`config.mk`:
```
export PLATFORM = sky130hd
export DESIGN_NAME = supply_temperature_monitor_smoother
export DESIGN_NICKNAME = d
export VERILOG_FILES = /design/src/design/stm_pkg.sv /design/src/design/supply_temperature_monitor_smoother.sv /design/src/design/stm_div.sv /design/src/design/stm_dp.sv /design/src/design/stm_ctrl.sv
export VERILOG_INCLUDE_DIRS = /design/src /design/src/design
export SDC_FILE = /design/constraint.sdc
export NUM_CORES = 2
export LEC_CHECK = 0
export BUFFER_PORTS_ARGS = -buffer_cell sky130_fd_sc_hd__buf_2
export CORE_MARGIN = 2
export CORE_UTILIZATION = 34
export CTS_CLUSTER_DIAMETER = 150
export DETAILED_ROUTE_END_ITERATION = 6
export PLACE_DENSITY = 0.55
export SYNTH_ARGS = -nofsm -noshare
export SYNTH_HDL_FRONTEND = slang
export SYNTH_SLANG_ARGS = --single-unit
export TNS_END_PERCENT = 10
```
`constraint.sdc`:
```
create_clock -name clk -period 30.7 [get_ports clk]
set_input_delay 1.535 -clock clk [delete_from_list [all_inputs] [get_ports clk]]
set_output_delay 1.535 -clock clk [all_outputs]
set_load 0.02 [all_outputs]
```
`src/design/supply_temperature_monitor_smoother_assert.svh`:
```
// Assertion macros for the monitor RTL; stm_ctrl is the file that includes them.
// No dependencies; pulled in with an include by files that check their own logic.
`ifndef SUPPLY_TEMPERATURE_MONITOR_SMOOTHER_ASSERT_SVH
`define SUPPLY_TEMPERATURE_MONITOR_SMOOTHER_ASSERT_SVH

// same-cycle implication
`define STM_ASSERT_NOW(lbl, ck, rn, ante, cons) \
  lbl: assert property (@(posedge ck) disable iff (!rn) (ante) |-> (cons)) \
    else $error("same-cycle check failed");

// next-cycle implication
`define STM_ASSERT_NEXT(lbl, ck, rn, ante, cons) \
  lbl: assert property (@(posedge ck) disable iff (!rn) (ante) |=> (cons)) \
    else $error("next-cycle check failed");

`endif

```
`src/design/stm_pkg.sv`:
```
// Shared types and constants for the supply/temperature monitor smoother.
// No dependencies; used through scoped names by the top, stm_ctrl, stm_dp and the testbench.
`timescale 1ns / 1ps

package stm_pkg;

  localparam int RAW_W      = 12;
  localparam int LOAD_W     = 15;
  localparam int TEMP_OUT_W = 20;
  localparam int SUP_OUT_W  = 23;

  localparam int ALPHA_W = 16;
  localparam int AREF_W  = 13;
  localparam int V25_W   = 11;
  localparam int SLOPE_W = 14;
  localparam int IREF_W  = 11;

  localparam int CFG_ADDR_W = 5;
  localparam int CFG_DATA_W = 32;

  localparam int QUO_W  = 31;
  localparam int TFRAC  = 16;
  localparam int TCUR_W = 28;
  localparam int SCUR_W = 31;
  localparam int LCUR_W = 23;
  localparam int EMA_W  = 33;

  localparam logic signed [TCUR_W-1:0] TEMP_MIN_Q16  = -28'sd18284544;
  localparam logic signed [TCUR_W-1:0] TEMP_MAX_Q16  = 28'sd68222976;
  localparam logic signed [TCUR_W-1:0] TEMP_BIAS_Q16 = 28'sd1638400;
  localparam logic [SCUR_W-1:0]        SUPPLY_MAX_Q8 = 31'd1268467200;
  localparam logic [LOAD_W-1:0]        LOAD_MAX_Q8   = 15'd25600;

  localparam logic [ALPHA_W-1:0] ALPHA_RST = 16'd13107;
  localparam logic [AREF_W-1:0]  AREF_RST  = 13'd3300;
  localparam logic [V25_W-1:0]   V25_RST   = 11'd760;
  localparam logic [SLOPE_W-1:0] SLOPE_RST = 14'd2500;
  localparam logic [IREF_W-1:0]  IREF_RST  = 11'd1210;

  localparam logic signed [TCUR_W-1:0] TACC_RST = 28'sd1638400;
  localparam logic [SCUR_W-1:0]        SACC_RST = 31'd844800;
  localparam logic [LCUR_W-1:0]        LACC_RST = 23'd655360;

  typedef enum logic [2:0] {
    REG_ALPHA = 3'd0,
    REG_AREF  = 3'd1,
    REG_V25   = 3'd2,
    REG_SLOPE = 3'd3,
    REG_IREF  = 3'd4
  } reg_idx_t;

  typedef enum logic [3:0] {
    ST_IDLE,
    ST_MUL1,
    ST_MUL2,
    ST_DSTART,
    ST_DIV,
    ST_SAMPLE,
    ST_EMA_T,
    ST_EMA_S,
    ST_EMA_L,
    ST_OUT
  } ctrl_state_t;

  typedef enum logic [1:0] {
    EMA_TEMP,
    EMA_SUP,
    EMA_LOAD
  } ema_sel_t;

  typedef struct packed {
    logic     capture;
    logic     mul1;
    logic     mul2;
    logic     div_start;
    logic     sample;
    logic     ema_en;
    ema_sel_t ema_sel;
    logic     load_out;
  } ctrl_cmd_t;

  typedef struct packed {
    logic div_done;
  } dp_stat_t;

endpackage

```
`src/design/supply_temperature_monitor_smoother.sv`:
```
// Requests are taken only while idle; in_stall stays high until the result is loaded out.
// Steps: capture, multiply, then the two 31-step restoring dividers (temperature and supply)
// side by side, sample, the shared EMA for temperature, supply and load in turn, and handoff.
// Reset (synchronous, rst_n low): registers to defaults, averages to 25 C,
// 3300 mV and 10 percent; no request in flight, no result pending.
`timescale 1ns / 1ps

module supply_temperature_monitor_smoother #(
  parameter int ADC_BITS = 12
) (
  input  logic                                  clk,
  input  logic                                  rst_n,
  input  logic                                  psel,
  input  logic                                  penable,
  input  logic                                  pwrite,
  input  logic [stm_pkg::CFG_ADDR_W-1:0]        paddr,
  input  logic [stm_pkg::CFG_DATA_W-1:0]        pwdata,
  output logic [stm_pkg::CFG_DATA_W-1:0]        prdata,
  output logic                                  pready,
  input  logic                                  in_valid,
  output logic                                  in_stall,
  input  logic [stm_pkg::RAW_W-1:0]             in_raw_temp,
  input  logic [stm_pkg::RAW_W-1:0]             in_raw_ref,
  input  logic [stm_pkg::LOAD_W-1:0]            in_load_sample,
  output logic                                  out_valid,
  input  logic                                  out_stall,
  output logic signed [stm_pkg::TEMP_OUT_W-1:0] out_temp_average,
  output logic [stm_pkg::SUP_OUT_W-1:0]         out_supply_average_mv,
  output logic [stm_pkg::LOAD_W-1:0]            out_load_average,
  output logic                                  out_ref_was_zero
);

  localparam int DW = stm_pkg::CFG_DATA_W;

  logic [stm_pkg::ALPHA_W-1:0] alpha_r;
  logic [stm_pkg::AREF_W-1:0]  aref_r;
  logic [stm_pkg::V25_W-1:0]   v25_r;
  logic [stm_pkg::SLOPE_W-1:0] slope_r;
  logic [stm_pkg::IREF_W-1:0]  iref_r;

  stm_pkg::reg_idx_t  reg_idx;
  logic               wr_en;
  stm_pkg::ctrl_cmd_t cmd;
  stm_pkg::dp_stat_t  stat;

  assign reg_idx = stm_pkg::reg_idx_t'(paddr[stm_pkg::CFG_ADDR_W-1:2]);
  assign wr_en   = psel && penable && pwrite;
  assign pready  = 1'b1;

  always_ff @(posedge clk) begin
    if (!rst_n) begin
      alpha_r <= stm_pkg::ALPHA_RST;
      aref_r  <= stm_pkg::AREF_RST;
      v25_r   <= stm_pkg::V25_RST;
      slope_r <= stm_pkg::SLOPE_RST;
      iref_r  <= stm_pkg::IREF_RST;
    end else if (wr_en) begin
      unique case (reg_idx)
        stm_pkg::REG_ALPHA: alpha_r <= pwdata[stm_pkg::ALPHA_W-1:0];
        stm_pkg::REG_AREF:  aref_r  <= pwdata[stm_pkg::AREF_W-1:0];
        stm_pkg::REG_V25:   v25_r   <= pwdata[stm_pkg::V25_W-1:0];
        stm_pkg::REG_SLOPE: slope_r <= pwdata[stm_pkg::SLOPE_W-1:0];
        stm_pkg::REG_IREF:  iref_r  <= pwdata[stm_pkg::IREF_W-1:0];
        default:            alpha_r <= alpha_r;
      endcase
    end
  end

  always_comb begin
    unique case (reg_idx)
      stm_pkg::REG_ALPHA: prdata = DW'(alpha_r);
      stm_pkg::REG_AREF:  prdata = DW'(aref_r);
      stm_pkg::REG_V25:   prdata = DW'(v25_r);
      stm_pkg::REG_SLOPE: prdata = DW'(slope_r);
      stm_pkg::REG_IREF:  prdata = DW'(iref_r);
      default:            prdata = '0;
    endcase
  end

  stm_ctrl u_ctrl (
    .clk       (clk),
    .rst_n     (rst_n),
    .in_valid  (in_valid),
    .in_stall  (in_stall),
    .out_valid (out_valid),
    .out_stall (out_stall),
    .cmd       (cmd),
    .stat      (stat)
  );

  stm_dp #(.ADC_BITS(ADC_BITS)) u_dp (
    .clk                   (clk),
    .rst_n                 (rst_n),
    .cmd                   (cmd),
    .stat                  (stat),
    .cfg_alpha             (alpha_r),
    .cfg_aref              (aref_r),
    .cfg_v25               (v25_r),
    .cfg_slope             (slope_r),
    .cfg_iref              (iref_r),
    .in_raw_temp           (in_raw_temp),
    .in_raw_ref            (in_raw_ref),
    .in_load_sample        (in_load_sample),
    .out_temp_average      (out_temp_average),
    .out_supply_average_mv (out_supply_average_mv),
    .out_load_average      (out_load_average),
    .out_ref_was_zero      (out_ref_was_zero)
  );

endmodule

```
`src/design/stm_div.sv`:
```
// Restoring divider, one quotient bit per cycle, with overflow detect.
// No dependencies; instanced by stm_dp.
`timescale 1ns / 1ps

module stm_div #(
  parameter int VW = 26,
  parameter int QW = 31
) (
  input  logic             clk,
  input  logic             rst_n,
  input  logic             start,
  input  logic [QW+VW-1:0] dividend,
  input  logic [VW-1:0]    divisor,
  output logic             done,
  output logic             ovf,
  output logic             rem_nz,
  output logic [QW-1:0]    quo
);

  localparam int CW = $clog2(QW + 1);

  logic [VW-1:0] rem_r, rem_nxt;
  logic [QW-1:0] quo_r, quo_nxt;
  logic [VW-1:0] dvs_r, dvs_nxt;
  logic [CW-1:0] cnt_r, cnt_nxt;
  logic          busy_r, busy_nxt;
  logic          done_r, done_nxt;
  logic          ovf_r, ovf_nxt;
  logic [VW:0]   trial;
  logic [VW:0]   diff;
  logic          fit;

  always_comb begin
    trial    = {rem_r, quo_r[QW-1]};
    diff     = trial - {1'b0, dvs_r};
    fit      = (trial >= {1'b0, dvs_r});
    rem_nxt  = rem_r;
    quo_nxt  = quo_r;
    dvs_nxt  = dvs_r;
    cnt_nxt  = cnt_r;
    busy_nxt = busy_r;
    done_nxt = done_r;
    ovf_nxt  = ovf_r;
    if (start) begin
      rem_nxt  = dividend[QW+VW-1:QW];
      quo_nxt  = dividend[QW-1:0];
      dvs_nxt  = divisor;
      cnt_nxt  = CW'(QW);
      busy_nxt = 1'b1;
      done_nxt = 1'b0;
      ovf_nxt  = (dividend[QW+VW-1:QW] >= divisor);
    end else if (busy_r) begin
      rem_nxt = fit ? diff[VW-1:0] : trial[VW-1:0];
      quo_nxt = {quo_r[QW-2:0], fit};
      cnt_nxt = cnt_r - 1'b1;
      if (cnt_r == CW'(1)) begin
        busy_nxt = 1'b0;
        done_nxt = 1'b1;
      end
    end
  end

  always_ff @(posedge clk) begin
    if (!rst_n) begin
      busy_r <= 1'b0;
      done_r <= 1'b0;
      cnt_r  <= '0;
    end else begin
      busy_r <= busy_nxt;
      done_r <= done_nxt;
      cnt_r  <= cnt_nxt;
    end
  end

  always_ff @(posedge clk) begin
    rem_r <= rem_nxt;
    quo_r <= quo_nxt;
    dvs_r <= dvs_nxt;
    ovf_r <= ovf_nxt;
  end

  assign done   = done_r;
  assign ovf    = ovf_r;
  assign rem_nz = |rem_r;
  assign quo    = quo_r;

endmodule

```
`src/design/stm_dp.sv`:
```
// Datapath: sensor conversion products, two dividers, shared EMA unit, result regs.
// Depends on stm_pkg and stm_div; driven by stm_ctrl commands.
`timescale 1ns / 1ps

module stm_dp #(
  parameter int ADC_BITS = 12
) (
  input  logic                                 clk,
  input  logic                                 rst_n,
  input  stm_pkg::ctrl_cmd_t                   cmd,
  output stm_pkg::dp_stat_t                    stat,
  input  logic [stm_pkg::ALPHA_W-1:0]          cfg_alpha,
  input  logic [stm_pkg::AREF_W-1:0]           cfg_aref,
  input  logic [stm_pkg::V25_W-1:0]            cfg_v25,
  input  logic [stm_pkg::SLOPE_W-1:0]          cfg_slope,
  input  logic [stm_pkg::IREF_W-1:0]           cfg_iref,
  input  logic [stm_pkg::RAW_W-1:0]            in_raw_temp,
  input  logic [stm_pkg::RAW_W-1:0]            in_raw_ref,
  input  logic [stm_pkg::LOAD_W-1:0]           in_load_sample,
  output logic signed [stm_pkg::TEMP_OUT_W-1:0] out_temp_average,
  output logic [stm_pkg::SUP_OUT_W-1:0]        out_supply_average_mv,
  output logic [stm_pkg::LOAD_W-1:0]           out_load_average,
  output logic                                 out_ref_was_zero
);

  localparam int RAW_W  = stm_pkg::RAW_W;
  localparam int QUO_W  = stm_pkg::QUO_W;
  localparam int EMA_W  = stm_pkg::EMA_W;
  localparam int TCUR_W = stm_pkg::TCUR_W;
  localparam int SCUR_W = stm_pkg::SCUR_W;
  localparam int LCUR_W = stm_pkg::LCUR_W;
  localparam int AL_W   = stm_pkg::ALPHA_W;

  localparam int P1_W    = RAW_W + stm_pkg::AREF_W;
  localparam int P1K_W   = P1_W + 10;
  localparam int V25K_W  = stm_pkg::V25_W + 10 + ADC_BITS;
  localparam int NUM_W   = ((P1K_W > V25K_W) ? P1K_W : V25K_W) + 1;
  localparam int MAG_W   = NUM_W - 1;
  localparam int DEN_W   = stm_pkg::SLOPE_W + ADC_BITS;
  localparam int TDIV_W  = QUO_W + DEN_W;
  localparam int SNUM_W  = stm_pkg::IREF_W + ADC_BITS + 8;
  localparam int SDIV_W  = QUO_W + RAW_W;
  localparam int TS_W    = QUO_W + 3;
  localparam int PROD_W  = EMA_W + AL_W + 2;
  localparam int SUM_W   = PROD_W + 1;
  localparam int V25_K_INT = 1000 * ((1 << ADC_BITS) - 1);

  localparam logic [ADC_BITS-1:0] ADC_MAX = {ADC_BITS{1'b1}};
  localparam logic [NUM_W-1:0]    V25_K   = NUM_W'(V25_K_INT);

  // captured request
  logic [RAW_W-1:0]          raw_temp_r, raw_ref_r;
  logic [stm_pkg::LOAD_W-1:0] load_r;
  logic                      zero_r;

  // products
  logic [P1_W-1:0]   p1_r;
  logic [DEN_W-1:0]  den_r;
  logic [SNUM_W-1:0] snum_r;
  logic [stm_pkg::SLOPE_W-1:0] slope_eff;
  logic signed [NUM_W-1:0] num;
  logic              num_neg_r;
  logic [MAG_W-1:0]  num_mag_r;

  // dividers
  logic             t_done, t_ovf, t_rnz;
  logic [QUO_W-1:0] t_quo;
  logic             s_done, s_ovf, s_rnz;
  logic [QUO_W-1:0] s_quo;

  // samples
  logic [TS_W-1:0]          t_mag;
  logic signed [TS_W-1:0]   t_q, t_sum;
  logic signed [TCUR_W-1:0] t_cur, t_cur_r;
  logic [SCUR_W-1:0]        s_cur, s_cur_r;
  logic [stm_pkg::LOAD_W-1:0] l_sat;
  logic [LCUR_W-1:0]        l_cur_r;

  // averages
  logic signed [TCUR_W-1:0] t_acc_r;
  logic [SCUR_W-1:0]        s_acc_r;
  logic [LCUR_W-1:0]        l_acc_r;

  logic signed [EMA_W-1:0] e_cur, e_acc, e_new;
  logic signed [EMA_W:0]   e_diff;
  logic signed [PROD_W-1:0] e_prod;
  logic signed [SUM_W-1:0]  e_sum;

  assign slope_eff = (cfg_slope == '0) ? stm_pkg::SLOPE_W'(1) : cfg_slope;
  assign num = $signed(NUM_W'(p1_r) * NUM_W'(10'd1000))
             - $signed(NUM_W'(cfg_v25) * V25_K);

  always_ff @(posedge clk) begin
    if (cmd.capture) begin
      raw_temp_r <= in_raw_temp;
      raw_ref_r  <= in_raw_ref;
      load_r     <= in_load_sample;
      zero_r     <= (in_raw_ref == '0);
    end
    if (cmd.mul1) begin
      p1_r   <= P1_W'(raw_temp_r) * P1_W'(cfg_aref);
      den_r  <= DEN_W'(slope_eff) * DEN_W'(ADC_MAX);
      snum_r <= (SNUM_W'(cfg_iref) * SNUM_W'(ADC_MAX)) << 8;
    end
    if (cmd.mul2) begin
      num_neg_r <= num[NUM_W-1];
      num_mag_r <= num[NUM_W-1] ? MAG_W'(-num) : MAG_W'(num);
    end
    if (cmd.sample) begin
      t_cur_r <= t_cur;
      s_cur_r <= s_cur;
      l_cur_r <= {l_sat, 8'h00};
    end
    if (cmd.load_out) begin
      out_temp_average      <= t_acc_r[TCUR_W-1:8];
      out_supply_average_mv <= s_acc_r[SCUR_W-1:8];
      out_load_average      <= l_acc_r[LCUR_W-1:8];
      out_ref_was_zero      <= zero_r;
    end
  end

  stm_div #(.VW(DEN_W), .QW(QUO_W)) u_tdiv (
    .clk      (clk),
    .rst_n    (rst_n),
    .start    (cmd.div_start),
    .dividend (TDIV_W'({num_mag_r, {stm_pkg::TFRAC{1'b0}}})),
    .divisor  (den_r),
    .done     (t_done),
    .ovf      (t_ovf),
    .rem_nz   (t_rnz),
    .quo      (t_quo)
  );

  stm_div #(.VW(RAW_W), .QW(QUO_W)) u_sdiv (
    .clk      (clk),
    .rst_n    (rst_n),
    .start    (cmd.div_start),
    .dividend (SDIV_W'(snum_r)),
    .divisor  (raw_ref_r),
    .done     (s_done),
    .ovf      (s_ovf),
    .rem_nz   (s_rnz),
    .quo      (s_quo)
  );

  assign stat.div_done = t_done & s_done;

  // floor division: negative numerators round away from zero
  always_comb begin
    t_mag = TS_W'(t_quo) + TS_W'(t_rnz);
    t_q   = num_neg_r ? $signed(-t_mag) : $signed(TS_W'(t_quo));
    t_sum = t_q + TS_W'(stm_pkg::TEMP_BIAS_Q16);
    if (t_ovf) begin
      t_cur = num_neg_r ? stm_pkg::TEMP_MIN_Q16 : stm_pkg::TEMP_MAX_Q16;
    end else if (t_sum < TS_W'(stm_pkg::TEMP_MIN_Q16)) begin
      t_cur = stm_pkg::TEMP_MIN_Q16;
    end else if (t_sum > TS_W'(stm_pkg::TEMP_MAX_Q16)) begin
      t_cur = stm_pkg::TEMP_MAX_Q16;
    end else begin
      t_cur = t_sum[TCUR_W-1:0];
    end
  end

  always_comb begin
    if (zero_r) begin
      s_cur = '0;
    end else if (s_ovf || (s_quo > SCUR_W'(stm_pkg::SUPPLY_MAX_Q8))) begin
      s_cur = stm_pkg::SUPPLY_MAX_Q8;
    end else begin
      s_cur = SCUR_W'(s_quo);
    end
    l_sat = (load_r > stm_pkg::LOAD_MAX_Q8) ? stm_pkg::LOAD_MAX_Q8 : load_r;
  end

  // acc + alpha*(cur - acc)/2^16, rounded half up
  always_comb begin
    unique case (cmd.ema_sel)
      stm_pkg::EMA_TEMP: begin
        e_cur = EMA_W'(t_cur_r);
        e_acc = EMA_W'(t_acc_r);
      end
      stm_pkg::EMA_SUP: begin
        e_cur = $signed(EMA_W'(s_cur_r));
        e_acc = $signed(EMA_W'(s_acc_r));
      end
      stm_pkg::EMA_LOAD: begin
        e_cur = $signed(EMA_W'(l_cur_r));
        e_acc = $signed(EMA_W'(l_acc_r));
      end
      default: begin
        e_cur = EMA_W'(t_cur_r);
        e_acc = EMA_W'(t_acc_r);
      end
    endcase
    e_diff = (EMA_W+1)'(e_cur) - (EMA_W+1)'(e_acc);
    e_prod = $signed({1'b0, cfg_alpha}) * e_diff;
    e_sum  = SUM_W'($signed({e_acc, {AL_W{1'b0}}})) + SUM_W'(e_prod)
           + $signed(SUM_W'(1) << (AL_W - 1));
    e_new  = e_sum[EMA_W+AL_W-1:AL_W];
  end

  always_ff @(posedge clk) begin
    if (!rst_n) begin
      t_acc_r <= stm_pkg::TACC_RST;
      s_acc_r <= stm_pkg::SACC_RST;
      l_acc_r <= stm_pkg::LACC_RST;
    end else if (cmd.ema_en) begin
      unique case (cmd.ema_sel)
        stm_pkg::EMA_TEMP: t_acc_r <= e_new[TCUR_W-1:0];
        stm_pkg::EMA_SUP:  s_acc_r <= e_new[SCUR_W-1:0];
        stm_pkg::EMA_LOAD: l_acc_r <= e_new[LCUR_W-1:0];
        default:           t_acc_r <= t_acc_r;
      endcase
    end
  end

endmodule

```
`src/design/stm_ctrl.sv`:
```
// Sequencing FSM: request capture, multiply, divide, sample, smoothing, result handoff.
// Depends on stm_pkg and the assertion macro header.
`timescale 1ns / 1ps
`include "supply_temperature_monitor_smoother_assert.svh"

module stm_ctrl (
  input  logic               clk,
  input  logic               rst_n,
  input  logic               in_valid,
  output logic               in_stall,
  output logic               out_valid,
  input  logic               out_stall,
  output stm_pkg::ctrl_cmd_t cmd,
  input  stm_pkg::dp_stat_t  stat
);

  stm_pkg::ctrl_state_t state_r, state_nxt;
  logic                 out_valid_r, out_valid_nxt;

  always_ff @(posedge clk) begin
    if (!rst_n) begin
      state_r     <= stm_pkg::ST_IDLE;
      out_valid_r <= 1'b0;
    end else begin
      state_r     <= state_nxt;
      out_valid_r <= out_valid_nxt;
    end
  end

  always_comb begin
    state_nxt   = state_r;
    cmd         = '0;
    cmd.ema_sel = stm_pkg::EMA_TEMP;
    unique case (state_r)
      stm_pkg::ST_IDLE: begin
        if (in_valid) begin
          cmd.capture = 1'b1;
          state_nxt   = stm_pkg::ST_MUL1;
        end
      end
      stm_pkg::ST_MUL1: begin
        cmd.mul1  = 1'b1;
        state_nxt = stm_pkg::ST_MUL2;
      end
      stm_pkg::ST_MUL2: begin
        cmd.mul2  = 1'b1;
        state_nxt = stm_pkg::ST_DSTART;
      end
      stm_pkg::ST_DSTART: begin
        cmd.div_start = 1'b1;
        state_nxt     = stm_pkg::ST_DIV;
      end
      stm_pkg::ST_DIV: begin
        if (stat.div_done) begin
          state_nxt = stm_pkg::ST_SAMPLE;
        end
      end
      stm_pkg::ST_SAMPLE: begin
        cmd.sample = 1'b1;
        state_nxt  = stm_pkg::ST_EMA_T;
      end
      stm_pkg::ST_EMA_T: begin
        cmd.ema_en  = 1'b1;
        cmd.ema_sel = stm_pkg::EMA_TEMP;
        state_nxt   = stm_pkg::ST_EMA_S;
      end
      stm_pkg::ST_EMA_S: begin
        cmd.ema_en  = 1'b1;
        cmd.ema_sel = stm_pkg::EMA_SUP;
        state_nxt   = stm_pkg::ST_EMA_L;
      end
      stm_pkg::ST_EMA_L: begin
        cmd.ema_en  = 1'b1;
        cmd.ema_sel = stm_pkg::EMA_LOAD;
        state_nxt   = stm_pkg::ST_OUT;
      end
      stm_pkg::ST_OUT: begin
        if (!out_valid_r || !out_stall) begin
          cmd.load_out = 1'b1;
          state_nxt    = stm_pkg::ST_IDLE;
        end
      end
      default: begin
        state_nxt = stm_pkg::ST_IDLE;
      end
    endcase
  end

  always_comb begin
    if (cmd.load_out) begin
      out_valid_nxt = 1'b1;
    end else if (out_valid_r && !out_stall) begin
      out_valid_nxt = 1'b0;
    end else begin
      out_valid_nxt = out_valid_r;
    end
  end

  // no request is taken while in reset
  assign in_stall  = !rst_n || (state_r != stm_pkg::ST_IDLE);
  assign out_valid = out_valid_r;

  `STM_ASSERT_NEXT(a_accept_starts, clk, rst_n, (in_valid && !in_stall), (state_r == stm_pkg::ST_MUL1))
  `STM_ASSERT_NOW(a_load_when_free, clk, rst_n, cmd.load_out, (!out_valid_r || !out_stall))
  `STM_ASSERT_NEXT(a_div_restart, clk, rst_n, (state_r == stm_pkg::ST_DSTART), (state_r == stm_pkg::ST_DIV && !stat.div_done))
  `STM_ASSERT_NOW(a_valid_from_out, clk, rst_n, $rose(out_valid_r), ($past(state_r) == stm_pkg::ST_OUT))

endmodule

```
== Yosys cells after proc, flatten, opt, wreduce, memory -nomap -nowiden ==
Index checks and enable logic that the tools add are counted.
Widths: inputs -> output; s select.
Storage, ports and cells
  register bits: 589
  output and inout bits: 94
Operators by class
  $add $sub $neg: 12
  multiply operators: 6
  magnitude comparators: 8
  equality and inequality tests: 20
  multiplexer cells: 44
  bitwise gates (word level): 2
  reductions and logical operators: 32
Operators with widths (count)
  $mux 31: 5
  $pmux 33 s2: 2
  $mux 28: 4
  $pmux 16 s5: 1
  $add 47x17->47 const B: 1
  $add 47x47->47: 1
  $mul 17x34->47: 1
  $mux 20: 2
  $pmux 4 s10: 1
  $sub 35x33->36: 1
  $mux 35: 1
  $neg 35->35: 1
  $add 34x22->34 const B: 1
  $gt 34x28->1 const B: 1
  $lt 34x26->1 const B: 1
  $mux 34: 1
  $neg 34->34: 1
  $sub 33x33->34: 1
  $add 31x1->32: 1
  $mul 25x7->32 const B: 1
  $gt 31x31->1 const B: 1
  $mul 11x19->30 const B: 1
  $ge 27x26->1: 1
  $ge 20x26->1: 1
  44 further kinds: 91

== Longest topological paths before layout ==
  word-level depth: 9
  depth in mapped cells: 53
  depth with buffers taken out: 50

== By module ==
A second synthesis with hierarchy kept.
Unflattened totals
  cell total of the unflattened synthesis: 7105
  area, all modules: 69272.7 um2
Modules (own cells, without submodules)
  stm_dp: instances 1, cells each 5896, area each 56315.3 um2, sequential area each 10049.6 um2
  stm_div at u_dp.u_tdiv: instances 1, cells each 538, area each 5989.5 um2, sequential area each 2662.6 um2
  stm_div at u_dp.u_sdiv: instances 1, cells each 277, area each 3439.5 um2, sequential area each 1821.7 um2
  supply_temperature_monitor_smoother: instances 1, cells each 353, area each 3228.1 um2, sequential area each 1301.2 um2
  stm_ctrl: instances 1, cells each 41, area each 300.3 um2, sequential area each 100.1 um2

== Worst setup path before layout ==
OpenSTA, ideal clock, no wires.
  kind: register to register
  start: register u_ctrl.state_r[1]
  end: register u_dp.s_acc_r[30]
  library setup time: 0.065 ns
  data arrival time: 11.374 ns
  path slack: 19.260 ns
  cell stages (with the launch flop): 51
  buffers on the path: 5
  cells stage by stage: dfxtp_1 clkbuf_1 nor2_1 nand2_1 or2_2 ha_1 clkbuf_1 clkbuf_1 buf_1 nand2_1 o21ai_0 ha_1 nor2b_1 o21a_1 o21a_1 o31a_1 o41ai_1 o311ai_0 [15 not listed] inv_1 ha_1 a21o_1 a21o_1 a21o_1 a21o_1 a21o_1 a21o_1 a21o_1 nor3_1 o21ai_0 a31oi_1 o21ai_0 a21o_1 a21oi_1 xnor2_1 mux2i_1 nor2b_1
Between the ends
  longest elaborated chain between the ends: 8
RTL lines
  start: declaration: RTL line stm_ctrl.sv:17  | stm_pkg::ctrl_state_t state_r, state_nxt;
  start signal: assignment: RTL line stm_ctrl.sv:22  | state_r <= stm_pkg::ST_IDLE;
  start signal: assignment: RTL line stm_ctrl.sv:25  | state_r <= state_nxt;
  $eq 4x4->1 / $eq 4x3->1 (equally long branches): RTL line stm_ctrl.sv:34  | unique case (state_r)
  $pmux 3 s3 *: RTL line stm_ctrl.sv:34
  $eq 2x2->1 / $eq 2x1->1 (equally long branches): RTL line stm_dp.sv:177, stm_dp.sv:208
  $pmux 33 s2: RTL line stm_dp.sv:177  | unique case (cmd.ema_sel)
  $sub 33x33->34: RTL line stm_dp.sv:195  | e_diff = (EMA_W+1)'(e_cur) - (EMA_W+1)'(e_acc);
  $mul 17x34->47: RTL line stm_dp.sv:196  | e_prod = $signed({1'b0, cfg_alpha}) * e_diff;
  $add 47x47->47: RTL line stm_dp.sv:197  | e_sum = SUM_W'($signed({e_acc, {AL_W{1'b0}}})) + SUM_W'(e_prod)
  $add 47x17->47: RTL line stm_dp.sv:198  | + $signed(SUM_W'(1) << (AL_W - 1));
  end signal: assignment: RTL line stm_dp.sv:205  | s_acc_r <= stm_pkg::SACC_RST;
  end signal: assignment: RTL line stm_dp.sv:210  | stm_pkg::EMA_SUP: s_acc_r <= e_new[SCUR_W-1:0];
  end: declaration: RTL line stm_dp.sv:81  | logic [SCUR_W-1:0] s_acc_r;
Mark *: on every way between the ends. The rest lies on a longest branch, timed or not.
A chain may end at the register's enable or synchronous reset.

== Worst setup path in the final report ==
  start: register u_ctrl.state_r[2]
  end: register u_dp.s_acc_r[30]
Same word-level chain as after synthesis.

==> impl_metrics.ini <==
[clock_network]
ctsHtreeMaxLevel = 3
cts_buffers = 76
root_buffer = clkbuf_16
clock_sinks = 586
post_cts_buffers = 0
clockBufferDepth = 3
clk_pin_slew_ns = 0.07
cts_tree = yes
cts_resized = 0
worst_skew_pair.late_latency_ns = 0.71
holdBufCountCts = 0

[critical_path]
path_buf_inv = 5
start_kind = flop
crit_family = compound AO/OA/AOI/OAI gates
slowest_delay_ns = 0.68
cp_common_cell = a21o_1
cpMaxStageDelayCell = a21oi_2
crit_required_ns = 31.35
worst_setup_path_end_kind = flop
critPathKind = flop to flop
crit_fanout = 69
worstPathArrival_ns = 14.31

[drt]
drt-initial-drc-count = 2922
num_vias = 48645
antenna_left = 0
firstDrtPassIters = 6
detail_route.wl_per_cell_um = 18.7
drc_errors = 0
wl_mm = 183
viasPerCell = 4.96

[grt]
grt_use_total_pct = 18.3
antenna_found_initial = 5
grt_pass1_vias = 50030
grt_pass1_wl_mm = 289
overflow = 0
grt_max_degree = 104

[place]
port_buffers = 141
routabilityCongestion = 0.882
hpwl_mm = 144

[timing]
fmax_mhz = 73.2
worst_pin_slew_ns = 1.24
fin_skew_ns = 0.0356
setup_tns_ns = 0
slew_headroom_pct = 16.7
min_period_over_period_pct = 44.5
setup-violations-final = 0
slew_violations = 0
period_needed_ns = 13.66
grt_setup_unrepaired = false
hold_viol = 0

[die]
initial_core_util_pct = 34.2
ios = 177
core_area_mm2 = 0.197
row_count = 163
die_h_um = 449
dieArea_mm2 = 0.202
die_w_um = 449

[finish]
layout-drive-gt1-share_pct = 5.84
syn_to_final_growth_pct = 9.09
nets = 8699

[min_path]
hp-class = flop to flop

[synthesis]
synthDistinctLibCells = 95
synth_edf_count = 386
netlist_instances = 7101
ys.flop_type = edfxtp_1
syn_area_mm2 = 0.0674
yosysSeqAreaShare_pct = 23.2
ys_async_sr_fraction_pct = 0
ys_seq_elements = 586
synth_area_per_cell_um2 = 9.49
ys.warnings.count = 0

[run]
maxCapViolations = 0

[status]
outcome = complete, no violations
kinds of logic (layout without fill, tap and decap cells):
group	Yosys count	count (layout)	synth area share, %
other cells	2	18	0.0111
xor+xnor	302	302	3.96
flops	586	586	23.2
fa+ha+maj	1505	1505	38.1
compound gates	993	993	9.55
buf+inv	1498	1556	8.50
simple gates	2142	2142	15.6
mux	73	73	1.09
cells in the mapped netlist (all sizes together) (114+ instances only):
cell type	number	area share, %
edfxtp	386	17
inv	1196	6.7
fa	914	27
dfxtp	200	5.9
nand3	114	0.87
a21oi	250	1.9
and2	405	3.8
o21ai	220	1.6
nand2	780	4.3
nor2b	126	1.2
nor2	345	1.9
clkbuf	249	1.4
xnor2	223	2.9
ha	591	11
worst paths after layout:
check / startpoint / cells past startpoint / slack (ns) / to
hold reg to reg: u_dp.den_r[22] / 0 / 0.44 / u_dp.u_tdiv.dvs_r[22]
hold / removal: u_dp.den_r[22] / 0 / 0.44 / u_dp.u_tdiv.dvs_r[22]
setup / recovery: u_ctrl.state_r[2] / 47 / 17.04 / u_dp.s_acc_r[30]
setup reg to reg: u_ctrl.state_r[2] / 47 / 17.04 / u_dp.s_acc_r[30]
layout make-up:
class                           count  area (um2)
Antenna cell                        1        2.50
Clock buffer                       97        2050
Clock inverter                     44         472
Fill cell                       19872      124000
Inverter                         1197        4500
Multi-Input combinational cell   5032       46300
Sequential cell                   586       15600
Tap cell                         2640        3300
Timing Repair Buffer              218        1290
placed cells by master (no fill, tap or decap), types with 37 or more instances in the layout:
cell,synthesis,final
inv_1,1196,1195
nor3_1,87,86
a21oi_1,249,247
nor2_1,345,340
clkbuf_16,0,77
mux2i_1,70,70
o21a_1,60,60
fa_1,914,914
buf_2,12,140
dfxtp_1,200,199
nand3_1,111,111
buf_4,23,77
a22oi_1,63,63
nand4_1,37,37
ha_1,591,586
xnor2_1,223,214
nand2b_1,53,53
xor2_1,77,75
a21boi_0,88,88
or3_1,40,40
and2_1,405,404
a21o_1,86,86
o21ai_0,218,216
nor2b_1,126,126
nand2_1,780,780
edfxtp_1,386,386
registers in the layout (all words and copies together), names as in the netlist, 13 cells and up:
signal and flops:
alpha_r 16, aref_r 13, slope_r 14, u_dp.den_r 26, u_dp.l_acc_r 23, u_dp.l_cur_r 15, u_dp.load_r 15, u_dp.num_mag_r 32
u_dp.out_load_average 15, u_dp.out_supply_average_mv 23, u_dp.out_temp_average 20, u_dp.p1_r 25, u_dp.s_acc_r 31, u_dp.s_cur_r 31, u_dp.snum_r 23, u_dp.t_acc_r 28
u_dp.t_cur_r 28, u_dp.u_sdiv.quo 31, u_dp.u_tdiv.dvs_r 26, u_dp.u_tdiv.quo 31, u_dp.u_tdiv.rem_r 26
metrics by stage:
stage                     cells  worst slack (ns)  utilization (%)  area [um2]  hold slack [ns]
after global routing       9815             15.96             37.3       73500            0.441
after detailed placement   9673             17.01             36.0       71000            0.434
final                      9815             17.04             37.3       73500            0.443
after CTS                  9814             16.98             37.3       73500            0.432
after global placement     9673             17.11             36.0       71000            0.426
after floorplan            7116             19.26                -       67400            0.417
metal layers:
layer	share of wire, %	track usage, %	wire length, um
met3	4.1	2.11	7520
met4	3.7	6.01	6820
met5	0	0	0
met2	48	31.2	88700
met1	44	24.0	80300
Power is not shown: default switching activity piles up to over one toggle a cycle in this logic, so the estimate is an artifact.
